**config.mk**
```make
export PLATFORM = sky130hd
export DESIGN_NAME = unmatched_bracket_finder
export DESIGN_NICKNAME = d
export VERILOG_FILES = /design/src/design/ubf_pkg.sv /design/src/design/unmatched_bracket_finder.sv /design/src/design/ubf_fifo.sv /design/src/design/ubf_front.sv /design/src/design/ubf_back.sv
export SDC_FILE = /design/constraint.sdc
export NUM_CORES = 2
export LEC_CHECK = 0
export ABC_AREA = 1
export BUFFER_PORTS_ARGS = -buffer_cell sky130_fd_sc_hd__buf_2
export CAP_MARGIN = 10
export CORE_MARGIN = 2
export CORE_UTILIZATION = 40
export CTS_BUF_LIST = sky130_fd_sc_hd__clkbuf_8
export DETAILED_ROUTE_END_ITERATION = 12
export MAX_ROUTING_LAYER = met4
export PLACE_DENSITY = 0.64
export SYNTH_ARGS = -nofsm -noshare
export SYNTH_HDL_FRONTEND = slang
export SYNTH_SLANG_ARGS = --single-unit
```
**constraint.sdc**
```tcl
create_clock -name clk_i -period 5.07 [get_ports clk_i]
set_clock_uncertainty 0.15 [all_clocks]
set_input_delay 0.7605 -clock clk_i [delete_from_list [all_inputs] [get_ports clk_i]]
set_output_delay 0.7605 -clock clk_i [all_outputs]
set_load 0.1 [all_outputs]
```
**src/design/ubf_pkg.sv**
```systemverilog
// ----------------------------------------------------------------------------
// ubf_pkg
// Shared types and constants of the unmatched bracket finder: item, result
// and command layouts, report codes, bracket codes and character constants.
// ----------------------------------------------------------------------------
`timescale 1ns / 1ps

package ubf_pkg;

  // default stack depth and internal queue depths
  localparam int unsigned StackDepthDefault = 32;
  localparam int unsigned CmdQueueDepth     = 2;
  localparam int unsigned ResQueueDepth     = 2;

  // counter limit for line and column
  localparam logic [15:0] CounterMax = 16'hFFFF;

  // item kinds
  localparam logic [1:0] KindChar = 2'd0;
  localparam logic [1:0] KindEol  = 2'd1;
  localparam logic [1:0] KindEot  = 2'd2;

  // report codes
  localparam logic [1:0] RepUnmatchedCloser = 2'd0;
  localparam logic [1:0] RepUnclosedOpener  = 2'd1;
  localparam logic [1:0] RepOverflow        = 2'd2;
  localparam logic [1:0] RepNothingOpen     = 2'd3;

  // bracket codes
  localparam logic [2:0] BrParenOpen  = 3'd0;
  localparam logic [2:0] BrSquareOpen = 3'd1;
  localparam logic [2:0] BrCurlyOpen  = 3'd2;
  localparam logic [2:0] BrParenClose  = 3'd3;
  localparam logic [2:0] BrSquareClose = 3'd4;
  localparam logic [2:0] BrCurlyClose  = 3'd5;
  localparam logic [2:0] CloseOffset   = 3'd3;

  // character bytes
  localparam logic [7:0] ChParenOpen   = 8'h28;
  localparam logic [7:0] ChSquareOpen  = 8'h5B;
  localparam logic [7:0] ChCurlyOpen   = 8'h7B;
  localparam logic [7:0] ChParenClose  = 8'h29;
  localparam logic [7:0] ChSquareClose = 8'h5D;
  localparam logic [7:0] ChCurlyClose  = 8'h7D;
  localparam logic [7:0] ChDoubleQuote = 8'h22;
  localparam logic [7:0] ChSingleQuote = 8'h27;
  localparam logic [7:0] ChSlash       = 8'h2F;
  localparam logic [7:0] ChBackslash   = 8'h5C;

  typedef struct packed {
    logic [1:0] kind;
    logic [7:0] ch;
  } item_t;

  typedef struct packed {
    logic [1:0]  report;
    logic [15:0] line_no;
    logic [15:0] column;
    logic [2:0]  bracket_code;
    logic        last;
  } result_t;

  // commands from the front to the back
  typedef enum logic [1:0] {
    CMD_OPEN  = 2'd0,
    CMD_CLOSE = 2'd1,
    CMD_DRAIN = 2'd2
  } cmd_op_e;

  typedef struct packed {
    cmd_op_e     op;
    logic [15:0] line_no;
    logic [15:0] column;
    logic [2:0]  bracket_code;
  } cmd_t;

  // one stack entry: position and opener code
  typedef struct packed {
    logic [15:0] line_no;
    logic [15:0] column;
    logic [1:0]  code;
  } stack_entry_t;

endpackage

```
**src/design/unmatched_bracket_finder.sv**
```systemverilog
// Unmatched bracket finder. Source text enters one item per cycle (a byte,
// an end of line or an end of text) and the front end never stalls except
// when its two-entry command queue is full. Behind that queue the stack
// engine handles an opener, an unmatched closer or a matched closer that
// empties the stack in its run state alone; a matched closer that leaves
// openers below it also passes a refill state, which takes the new top,
// read from the stack memory, into the top register. At end of text it
// takes the command and walks the stack from the bottom, a read state and
// an output state per open bracket, as the stack memory has a single
// registered read port; an empty stack gives its one report from the run
// state. Results wait in a two-entry queue, so the engine keeps going while a result is not yet taken.
// ----------------------------------------------------------------------------
// unmatched_bracket_finder
// Top level: front end, command queue, stack engine and result queue.
// ----------------------------------------------------------------------------
`timescale 1ns / 1ps

module unmatched_bracket_finder #(
  parameter int unsigned STACK_DEPTH = ubf_pkg::StackDepthDefault
) (
  input  logic             clk_i,
  input  logic             rst_ni,
  input  logic             push,
  output logic             full,
  input  ubf_pkg::item_t   item_i,
  output logic             empty,
  input  logic             pop,
  output ubf_pkg::result_t result_o
);

  import ubf_pkg::*;

  logic    item_accept;
  logic    front_cmd_valid;
  cmd_t    front_cmd;
  logic    cmd_empty, cmd_pop;
  cmd_t    cmd_head;
  logic    res_full, res_push;
  result_t res_data;

  // transfer into the front end
  assign item_accept = push && !full;

  ubf_front u_front (
    .clk_i       (clk_i),
    .rst_ni      (rst_ni),
    .item_valid_i(item_accept),
    .item_i      (item_i),
    .cmd_valid_o (front_cmd_valid),
    .cmd_o       (front_cmd)
  );

  // command queue between front and back
  ubf_fifo #(
    .Width($bits(cmd_t)),
    .Depth(CmdQueueDepth)
  ) u_cmd_fifo (
    .clk_i  (clk_i),
    .rst_ni (rst_ni),
    .push_i (item_accept && front_cmd_valid),
    .data_i (front_cmd),
    .full_o (full),
    .pop_i  (cmd_pop),
    .data_o (cmd_head),
    .empty_o(cmd_empty)
  );

  ubf_back #(
    .StackDepth(STACK_DEPTH)
  ) u_back (
    .clk_i      (clk_i),
    .rst_ni     (rst_ni),
    .cmd_valid_i(!cmd_empty),
    .cmd_i      (cmd_head),
    .cmd_pop_o  (cmd_pop),
    .res_full_i (res_full),
    .res_push_o (res_push),
    .res_o      (res_data)
  );

  // result queue toward the output port
  ubf_fifo #(
    .Width($bits(result_t)),
    .Depth(ResQueueDepth)
  ) u_res_fifo (
    .clk_i  (clk_i),
    .rst_ni (rst_ni),
    .push_i (res_push),
    .data_i (res_data),
    .full_o (res_full),
    .pop_i  (pop),
    .data_o (result_o),
    .empty_o(empty)
  );

endmodule

```
**src/design/ubf_fifo.sv**
```systemverilog
// ----------------------------------------------------------------------------
// ubf_fifo
// Small first-in first-out queue in flip-flops, used between the front and
// the back and in front of the result port.
// ----------------------------------------------------------------------------
`timescale 1ns / 1ps

module ubf_fifo #(
  parameter int unsigned Width = 8,
  parameter int unsigned Depth = 2
) (
  input  logic             clk_i,
  input  logic             rst_ni,
  input  logic             push_i,
  input  logic [Width-1:0] data_i,
  output logic             full_o,
  input  logic             pop_i,
  output logic [Width-1:0] data_o,
  output logic             empty_o
);

  localparam int unsigned PtrW = (Depth > 1) ? $clog2(Depth) : 1;
  localparam int unsigned CntW = $clog2(Depth + 1);

  logic [Width-1:0] mem_q [Depth];
  logic [PtrW-1:0]  wr_ptr_q, wr_ptr_d;
  logic [PtrW-1:0]  rd_ptr_q, rd_ptr_d;
  logic [CntW-1:0]  cnt_q, cnt_d;
  logic             do_push, do_pop;

  assign full_o  = (cnt_q == CntW'(Depth));
  assign empty_o = (cnt_q == '0);
  assign data_o  = mem_q[rd_ptr_q];
  assign do_push = push_i && !full_o;
  assign do_pop  = pop_i && !empty_o;

  // pointer and fill count update
  always_comb begin
    wr_ptr_d = wr_ptr_q;
    rd_ptr_d = rd_ptr_q;
    cnt_d    = cnt_q;
    if (do_push) begin
      wr_ptr_d = (wr_ptr_q == PtrW'(Depth - 1)) ? '0 : wr_ptr_q + PtrW'(1);
    end
    if (do_pop) begin
      rd_ptr_d = (rd_ptr_q == PtrW'(Depth - 1)) ? '0 : rd_ptr_q + PtrW'(1);
    end
    if (do_push && !do_pop) begin
      cnt_d = cnt_q + CntW'(1);
    end else if (!do_push && do_pop) begin
      cnt_d = cnt_q - CntW'(1);
    end
  end

  always_ff @(posedge clk_i or negedge rst_ni) begin
    if (!rst_ni) begin
      wr_ptr_q <= '0;
      rd_ptr_q <= '0;
      cnt_q    <= '0;
    end else begin
      wr_ptr_q <= wr_ptr_d;
      rd_ptr_q <= rd_ptr_d;
      cnt_q    <= cnt_d;
    end
  end

  // storage
  always_ff @(posedge clk_i) begin
    if (do_push) begin
      mem_q[wr_ptr_q] <= data_i;
    end
  end

endmodule

```
**src/design/ubf_front.sv**
```systemverilog
// ----------------------------------------------------------------------------
// ubf_front
// Lexer front end: tracks line and column, strings, escapes and line
// comments, and turns each live bracket or end of text into a command.
// ----------------------------------------------------------------------------
`timescale 1ns / 1ps

module ubf_front (
  input  logic          clk_i,
  input  logic          rst_ni,
  input  logic          item_valid_i,
  input  ubf_pkg::item_t item_i,
  output logic          cmd_valid_o,
  output ubf_pkg::cmd_t cmd_o
);

  import ubf_pkg::*;

  logic [15:0] line_q, line_d;
  logic [15:0] col_q, col_d;
  logic        in_quote_q, in_quote_d;
  logic        quote_single_q, quote_single_d;
  logic        escape_q, escape_d;
  logic        slash_q, slash_d;
  logic        comment_q, comment_d;

  logic        is_bracket;
  logic [2:0]  br_code;
  logic        quote_char;

  // bracket decode of the incoming byte
  always_comb begin
    is_bracket = 1'b1;
    br_code    = BrParenOpen;
    case (item_i.ch)
      ChParenOpen:   br_code = BrParenOpen;
      ChSquareOpen:  br_code = BrSquareOpen;
      ChCurlyOpen:   br_code = BrCurlyOpen;
      ChParenClose:  br_code = BrParenClose;
      ChSquareClose: br_code = BrSquareClose;
      ChCurlyClose:  br_code = BrCurlyClose;
      default:       is_bracket = 1'b0;
    endcase
  end

  assign quote_char = quote_single_q ? (item_i.ch == ChSingleQuote)
                                     : (item_i.ch == ChDoubleQuote);

  // next lexer state and command
  always_comb begin
    line_d         = line_q;
    col_d          = col_q;
    in_quote_d     = in_quote_q;
    quote_single_d = quote_single_q;
    escape_d       = escape_q;
    slash_d        = slash_q;
    comment_d      = comment_q;
    cmd_valid_o    = 1'b0;
    cmd_o.op           = CMD_OPEN;
    cmd_o.line_no      = line_q;
    cmd_o.column       = col_q;
    cmd_o.bracket_code = br_code;
    if (item_valid_i) begin
      case (item_i.kind)
        KindChar: begin
          if (col_q != CounterMax) begin
            col_d = col_q + 16'd1;
          end
          if (comment_q) begin
            // rest of line ignored
          end else if (in_quote_q) begin
            if (escape_q) begin
              escape_d = 1'b0;
            end else if (item_i.ch == ChBackslash) begin
              escape_d = 1'b1;
            end else if (quote_char) begin
              in_quote_d = 1'b0;
            end
          end else if (item_i.ch == ChDoubleQuote || item_i.ch == ChSingleQuote) begin
            in_quote_d     = 1'b1;
            quote_single_d = (item_i.ch == ChSingleQuote);
            escape_d       = 1'b0;
            slash_d        = 1'b0;
          end else if (item_i.ch == ChSlash) begin
            if (slash_q) begin
              comment_d = 1'b1;
              slash_d   = 1'b0;
            end else begin
              slash_d = 1'b1;
            end
          end else begin
            slash_d     = 1'b0;
            cmd_valid_o = is_bracket;
            cmd_o.op    = (br_code >= BrParenClose) ? CMD_CLOSE : CMD_OPEN;
          end
        end
        KindEol: begin
          in_quote_d     = 1'b0;
          quote_single_d = 1'b0;
          escape_d       = 1'b0;
          slash_d        = 1'b0;
          comment_d      = 1'b0;
          col_d          = '0;
          if (line_q != CounterMax) begin
            line_d = line_q + 16'd1;
          end
        end
        KindEot: begin
          cmd_valid_o    = 1'b1;
          cmd_o.op       = CMD_DRAIN;
          line_d         = '0;
          col_d          = '0;
          in_quote_d     = 1'b0;
          quote_single_d = 1'b0;
          escape_d       = 1'b0;
          slash_d        = 1'b0;
          comment_d      = 1'b0;
        end
        default: begin
          // unused kind, no effect
        end
      endcase
    end
  end

  always_ff @(posedge clk_i or negedge rst_ni) begin
    if (!rst_ni) begin
      line_q         <= '0;
      col_q          <= '0;
      in_quote_q     <= 1'b0;
      quote_single_q <= 1'b0;
      escape_q       <= 1'b0;
      slash_q        <= 1'b0;
      comment_q      <= 1'b0;
    end else begin
      line_q         <= line_d;
      col_q          <= col_d;
      in_quote_q     <= in_quote_d;
      quote_single_q <= quote_single_d;
      escape_q       <= escape_d;
      slash_q        <= slash_d;
      comment_q      <= comment_d;
    end
  end

endmodule

```
**src/design/ubf_back.sv**
```systemverilog
// ----------------------------------------------------------------------------
// ubf_back
// Stack engine: pushes openers into the stack memory, matches closers
// against the top, and walks the stack from the bottom at end of text.
// ----------------------------------------------------------------------------
`timescale 1ns / 1ps

module ubf_back #(
  parameter int unsigned StackDepth = ubf_pkg::StackDepthDefault
) (
  input  logic             clk_i,
  input  logic             rst_ni,
  input  logic             cmd_valid_i,
  input  ubf_pkg::cmd_t    cmd_i,
  output logic             cmd_pop_o,
  input  logic             res_full_i,
  output logic             res_push_o,
  output ubf_pkg::result_t res_o
);

  import ubf_pkg::*;

  localparam int unsigned AddrW = (StackDepth > 1) ? $clog2(StackDepth) : 1;
  localparam int unsigned CntW  = $clog2(StackDepth + 1);

  typedef enum logic [1:0] {
    ST_RUN,
    ST_REFILL,
    ST_DRAIN_RD,
    ST_DRAIN_OUT
  } state_e;

  state_e         state_q;
  logic [CntW-1:0] count_q;
  logic [1:0]     top_q;
  logic [AddrW-1:0] idx_q;

  stack_entry_t   stack_mem [StackDepth];
  stack_entry_t   rd_q;
  stack_entry_t   wr_data;
  logic           wr_en, rd_en;
  logic [AddrW-1:0] wr_addr, rd_addr;

  logic           can_push, top_match, drain_last;

  assign can_push   = (count_q != CntW'(StackDepth));
  assign top_match  = (count_q != '0) &&
                      (({1'b0, top_q} + CloseOffset) == cmd_i.bracket_code);
  assign drain_last = ((CntW'(idx_q) + CntW'(1)) == count_q);

  // memory port control and result formation
  always_comb begin
    cmd_pop_o  = 1'b0;
    res_push_o = 1'b0;
    res_o.report       = RepUnmatchedCloser;
    res_o.line_no      = cmd_i.line_no;
    res_o.column       = cmd_i.column;
    res_o.bracket_code = cmd_i.bracket_code;
    res_o.last         = 1'b0;
    wr_en   = 1'b0;
    wr_addr = count_q[AddrW-1:0];
    wr_data.line_no = cmd_i.line_no;
    wr_data.column  = cmd_i.column;
    wr_data.code    = cmd_i.bracket_code[1:0];
    rd_en   = 1'b0;
    rd_addr = idx_q;
    case (state_q)
      ST_RUN: begin
        if (cmd_valid_i && !res_full_i) begin
          cmd_pop_o = 1'b1;
          case (cmd_i.op)
            CMD_OPEN: begin
              if (can_push) begin
                wr_en = 1'b1;
              end else begin
                res_push_o   = 1'b1;
                res_o.report = RepOverflow;
              end
            end
            CMD_CLOSE: begin
              if (top_match) begin
                // fetch the entry that becomes the new top
                rd_en   = (count_q > CntW'(1));
                rd_addr = AddrW'(count_q - CntW'(2));
              end else begin
                res_push_o = 1'b1;
              end
            end
            CMD_DRAIN: begin
              if (count_q == '0) begin
                res_push_o         = 1'b1;
                res_o.report       = RepNothingOpen;
                res_o.line_no      = '0;
                res_o.column       = '0;
                res_o.bracket_code = BrParenOpen;
                res_o.last         = 1'b1;
              end
            end
            default: begin
            end
          endcase
        end
      end
      ST_DRAIN_RD: begin
        rd_en = 1'b1;
      end
      ST_DRAIN_OUT: begin
        res_o.report       = RepUnclosedOpener;
        res_o.line_no      = rd_q.line_no;
        res_o.column       = rd_q.column;
        res_o.bracket_code = {1'b0, rd_q.code};
        res_o.last         = drain_last;
        res_push_o         = !res_full_i;
      end
      default: begin
      end
    endcase
  end

  // control state
  always_ff @(posedge clk_i or negedge rst_ni) begin
    if (!rst_ni) begin
      state_q <= ST_RUN;
      count_q <= '0;
      top_q   <= '0;
      idx_q   <= '0;
    end else begin
      case (state_q)
        ST_RUN: begin
          if (cmd_pop_o) begin
            case (cmd_i.op)
              CMD_OPEN: begin
                if (can_push) begin
                  count_q <= count_q + CntW'(1);
                  top_q   <= cmd_i.bracket_code[1:0];
                end
              end
              CMD_CLOSE: begin
                if (top_match) begin
                  count_q <= count_q - CntW'(1);
                  if (count_q > CntW'(1)) begin
                    state_q <= ST_REFILL;
                  end
                end
              end
              CMD_DRAIN: begin
                idx_q <= '0;
                if (count_q != '0) begin
                  state_q <= ST_DRAIN_RD;
                end
              end
              default: begin
              end
            endcase
          end
        end
        ST_REFILL: begin
          top_q   <= rd_q.code;
          state_q <= ST_RUN;
        end
        ST_DRAIN_RD: begin
          state_q <= ST_DRAIN_OUT;
        end
        ST_DRAIN_OUT: begin
          if (res_push_o) begin
            if (drain_last) begin
              count_q <= '0;
              state_q <= ST_RUN;
            end else begin
              idx_q   <= idx_q + AddrW'(1);
              state_q <= ST_DRAIN_RD;
            end
          end
        end
        default: begin
          state_q <= ST_RUN;
        end
      endcase
    end
  end

  // stack memory, registered read
  always_ff @(posedge clk_i) begin
    if (wr_en) begin
      stack_mem[wr_addr] <= wr_data;
    end
    if (rd_en) begin
      rd_q <= stack_mem[rd_addr];
    end
  end

  // stack never holds more than its depth
  assert property (@(posedge clk_i) disable iff (!rst_ni)
    count_q <= CntW'(StackDepth))
    else $error("stack count above depth");

  // the final report of a drain leaves the stack empty
  assert property (@(posedge clk_i) disable iff (!rst_ni)
    (res_push_o && res_o.last) |=> (count_q == '0))
    else $error("stack not cleared after end of text");

  // a top refetch only follows a matched closer
  assert property (@(posedge clk_i) disable iff (!rst_ni)
    (state_q == ST_REFILL) |-> ($past(state_q) == ST_RUN && $past(cmd_pop_o)))
    else $error("refill without a matched closer");

  // a drain report is only formed after its memory read
  assert property (@(posedge clk_i) disable iff (!rst_ni)
    (state_q == ST_DRAIN_OUT && $past(state_q) != ST_DRAIN_OUT) |->
      ($past(state_q) == ST_DRAIN_RD))
    else $error("drain report without read");

endmodule
```
==> run summary <==
Worst-Skew Late Latency: 0.94 ns
Share of cells above drive strength 1: 0.08187
Pin count of the biggest net entering global routing: 103
Pleak: 27.83 nW
Initial antenna violation count: 2
Worst-path clk slew: 0.07 ns
Nets: 5901
# port buffers: 53
Reg2reg start: u_cmd_fifo.rd_ptr_q$_DFFE_PN0P_
Routed via count: 40930
Die height: 387.4 um
Sink Count: 1332
Root Driver: clkbuf_8
Pre-CTS setup slack: 0.6434 ns
Htree depth: 4
Post-route ant nets: 0
Post-Syn Nets: 5778
CTS tree: built
Number of hold violations in the final report: 0
Final Setup Violations: 0
Avg WL per Cell: 20.75 um
Die area: 150100 um^2
Drt pass-1 iters: 6
Syn-to-layout area delta: 12.01%
DP Wirelength: 88870 um
Seq/Total Area, Yosys: 0.6751
Syn Std Cell Area: 58800 um^2
Yosys cell types: 41
Worst Path Required: 5.61 ns
Setup_tns: 0 ns
Slew Viols, Final: 0
Part of the cycle the worst path needs: 0.8955
Syn. warnings: 0
Final WS setup: 0.5297 ns
CP max stage delay: 0.61 ns
Unrepaired setup endpoints after global routing: false
Vias in the first global route: 39270
Cell taking the most area after synthesis: edfxtp_1
Status: complete, no violations
Total grt overflow: 0
Ports: 54
Post-Syn Area per Cell: 10.25 um^2
Post-synthesis cell count: 5737
Yosys top cell area share: 0.6496
DR vias/cell: 5.155
Worst path cell trace: inv_2 > or2_2 > o21ai_0 > ha_1 > nand2_1 > nor2_1 > nand4_1 > nand2_8 > buf_4 > nand2_1 > nand3_1 > nand3_1 > nand3_1 > nand2_1 > nand2_1 > nand2_1
Synth Register Bits: 1332
Max cap viols: 0
Area contributors post-synth: edfxtp_1 65%, nand2_1 9.8%, nand3_1 8.7%, inv_1 7.3%, dfrtp_1 2.6%
Drt drc: 0
Maximum VDD drop: 418.3 uV
First-pass GRT wire length: 246200 um
Tot GR Track Use: 0.2242
Pin slew with the least headroom to its limit: 1.227 ns
Relative slew margins: 0.1797
Num CTS Buffers: 210
Crit path time final: 4.540 ns
Setup crit start: u_cmd_fifo.rd_ptr_q$_DFFE_PN0P_
Post-CTS Setup Inserts: 0
Core Footprint: 145700 um^2
Min-delay src: item_i[2]
Critical path's slowest cell: buf_4
CTS resizes: 0
Worst setup EP type: register
Fmax achieved: 220.3 MHz
Initial Utilization: 0.4035
Max Buffers Root-to-Sink: 3
Die W: 387.4 um
CP max FO: 70
CP dominant cell by count: nand2_1
Row cnt: 140
DRT iter0 DRCs: 4742
Pwr per Cell Area: 499.1 nW/um^2
Startpoint Class: register
CP Data Arrival Time: 5.08 ns
Post-Route WL: 164800 um
Gpl congestion: 0.8746
Post-CTS Hold Buffers: 3
HP Class: in2reg
Crit path kind: reg2reg
-- layer usage --
layer  vias to the layer above  part of all wire  GRT usage
met5                         -                 0          -
li1                      18880                 -          -
met2                      1865              0.47     0.3526
met4                         0             0.036    0.08551
met3                       355             0.090    0.03795
met1                     19830              0.41     0.2915
-- cell usage in the layout (no fill, tap or decap), types with 2 or more instances in the layout --
master	n
clkinv_2	12
clkbuf_8	221
inv_2	5
buf_2	53
edfxtp_1	1272
nand3_1	1022
o31ai_1	7
dfrtp_1	60
or2_2	2
inv_8	2
nor4_1	8
nand4_1	15
dlygate4sd3_1	3
ha_1	27
o21ai_4	6
buf_12	38
buf_4	90
clkinv_1	45
nor3_1	13
nor2_4	39
clkinvlp_4	4
clkinv_8	2
inv_6	5
bufinv_16	4
nand2_8	2
o211ai_1	6
a21oi_1	24
nor2_2	2
inv_1	1220
nand2_1	1533
nand3b_1	69
o21bai_1	2
nor2_1	75
a31oi_1	4
xor2_1	17
nor3b_1	3
xnor2_1	9
o21ai_0	87
-- cell usage after synthesis --
cell / instances
or2_2: 2
nand2_1: 1533
buf_1: 18
o211ai_1: 6
a221oi_1: 1
a31oi_1: 4
nor2_4: 2
xor2_1: 17
inv_1: 1138
nor2_1: 112
a22oi_1: 1
edfxtp_1: 1272
o21ai_2: 2
xnor2_1: 9
o31ai_1: 7
nor3b_1: 3
nand4_1: 15
o21bai_1: 2
ha_1: 27
nand2_2: 4
buf_4: 10
mux2i_1: 1
a21oi_1: 25
nand3_4: 1
clkinv_1: 3
a41oi_1: 1
o311ai_0: 1
nand3_1: 1022
a21o_1: 1
buf_6: 4
nor2_2: 2
clkbuf_1: 73
nor4_1: 8
o21ai_0: 88
dfrtp_1: 60
nand3b_1: 69
and3_1: 1
inv_2: 6
nor3_1: 13
o21ai_1: 4
buf_2: 169
-- worst max-delay path, delay by kind of cell, from the launching register on --
family / cells / cell delay [ns]
AO/OA/AOI/OAI: 1 / 0.16
adder cells (fa/ha/maj): 1 / 0.47
buffers and inverters: 2 / 0.69
flip-flops: 1 / 0.54
AND/OR/NAND/NOR: 12 / 2.20
-- final timing paths --
kind                                                      to  slack [ns]  cells after the start
min reg2reg                u_cmd_fifo.mem_q[0][28]$_DFFE_PP_        0.35                      0
max                                u_back.rd_q[14]$_DFFE_PP_        0.53                     16
max in group asynchronous      u_back.state_q[0]$_DFFE_PN0P_        3.43                      3
min in group asynchronous      u_front.line_q[5]$_DFFE_PN0P_        0.36                      2
min                            u_front.comment_q$_DFFE_PN0P_        0.13                      5
max reg2reg                        u_back.rd_q[14]$_DFFE_PP_        0.53                     16
-- cells by family (layout without fill, tap and decap cells) --
group / Yosys count / after routing / synth area share
AO/OA/AOI/OAI: 143 / 143 / 0.01330
XOR/XNOR: 26 / 26 / 0.003873
adder cells (fa/ha/maj): 27 / 27 / 0.005745
buffers and inverters: 1421 / 1706 / 0.09545
flip-flops: 1332 / 1332 / 0.6751
multiplexers: 1 / 1 / 0.0001702
other: 0 / 1 / 0
AND/OR/NAND/NOR: 2787 / 2787 / 0.2064
-- final cells by class --
class	count	area (um^2)
antenna	1	2.502
clock buffer	221	3042
clock inverter	153	780.7
fill	13360	79870
inverter	1147	4312
multi-input combinational	2984	13870
sequential	1332	39700
tap	1917	2399
timing repair buffer	185	1759
-- where the power goes --
part           switching (mW)  total, mW  internal (mW)
logic                    7.75       9.96           2.21
registers               0.352       14.4           14.1
clock network            4.29       8.51           4.22
total                    12.4       32.9           20.5
-- stage by stage --
stage,cell area [um^2],hold slack [ns],power [mW],util,std cells
2_1_floorplan,58800,0.2902,21.10,-,5737
6_report,65870,0.1292,32.87,0.4519,7940
5_1_grt,65870,0.1280,34.41,0.4519,7940
3_5_place_dp,61980,0.3388,24.52,0.4253,7561
4_1_cts,65840,0.04457,32.97,0.4517,7938
3_3_place_gp,61980,0.3344,24.35,0.4253,7561
-- sequential cells by signal, summed over array words and instances, names as in the netlist, 2 cells and up --
name	count
u_back.count_q	6
u_back.idx_q	5
u_back.rd_q	34
u_back.stack_mem	1088
u_back.state_q	2
u_back.top_q	2
u_cmd_fifo.cnt_q	2
u_cmd_fifo.mem_q	74
u_front.col_q	16
u_front.line_q	16
u_res_fifo.cnt_q	2
u_res_fifo.mem_q	76
Note: power is estimated with default switching activity, not from simulation.
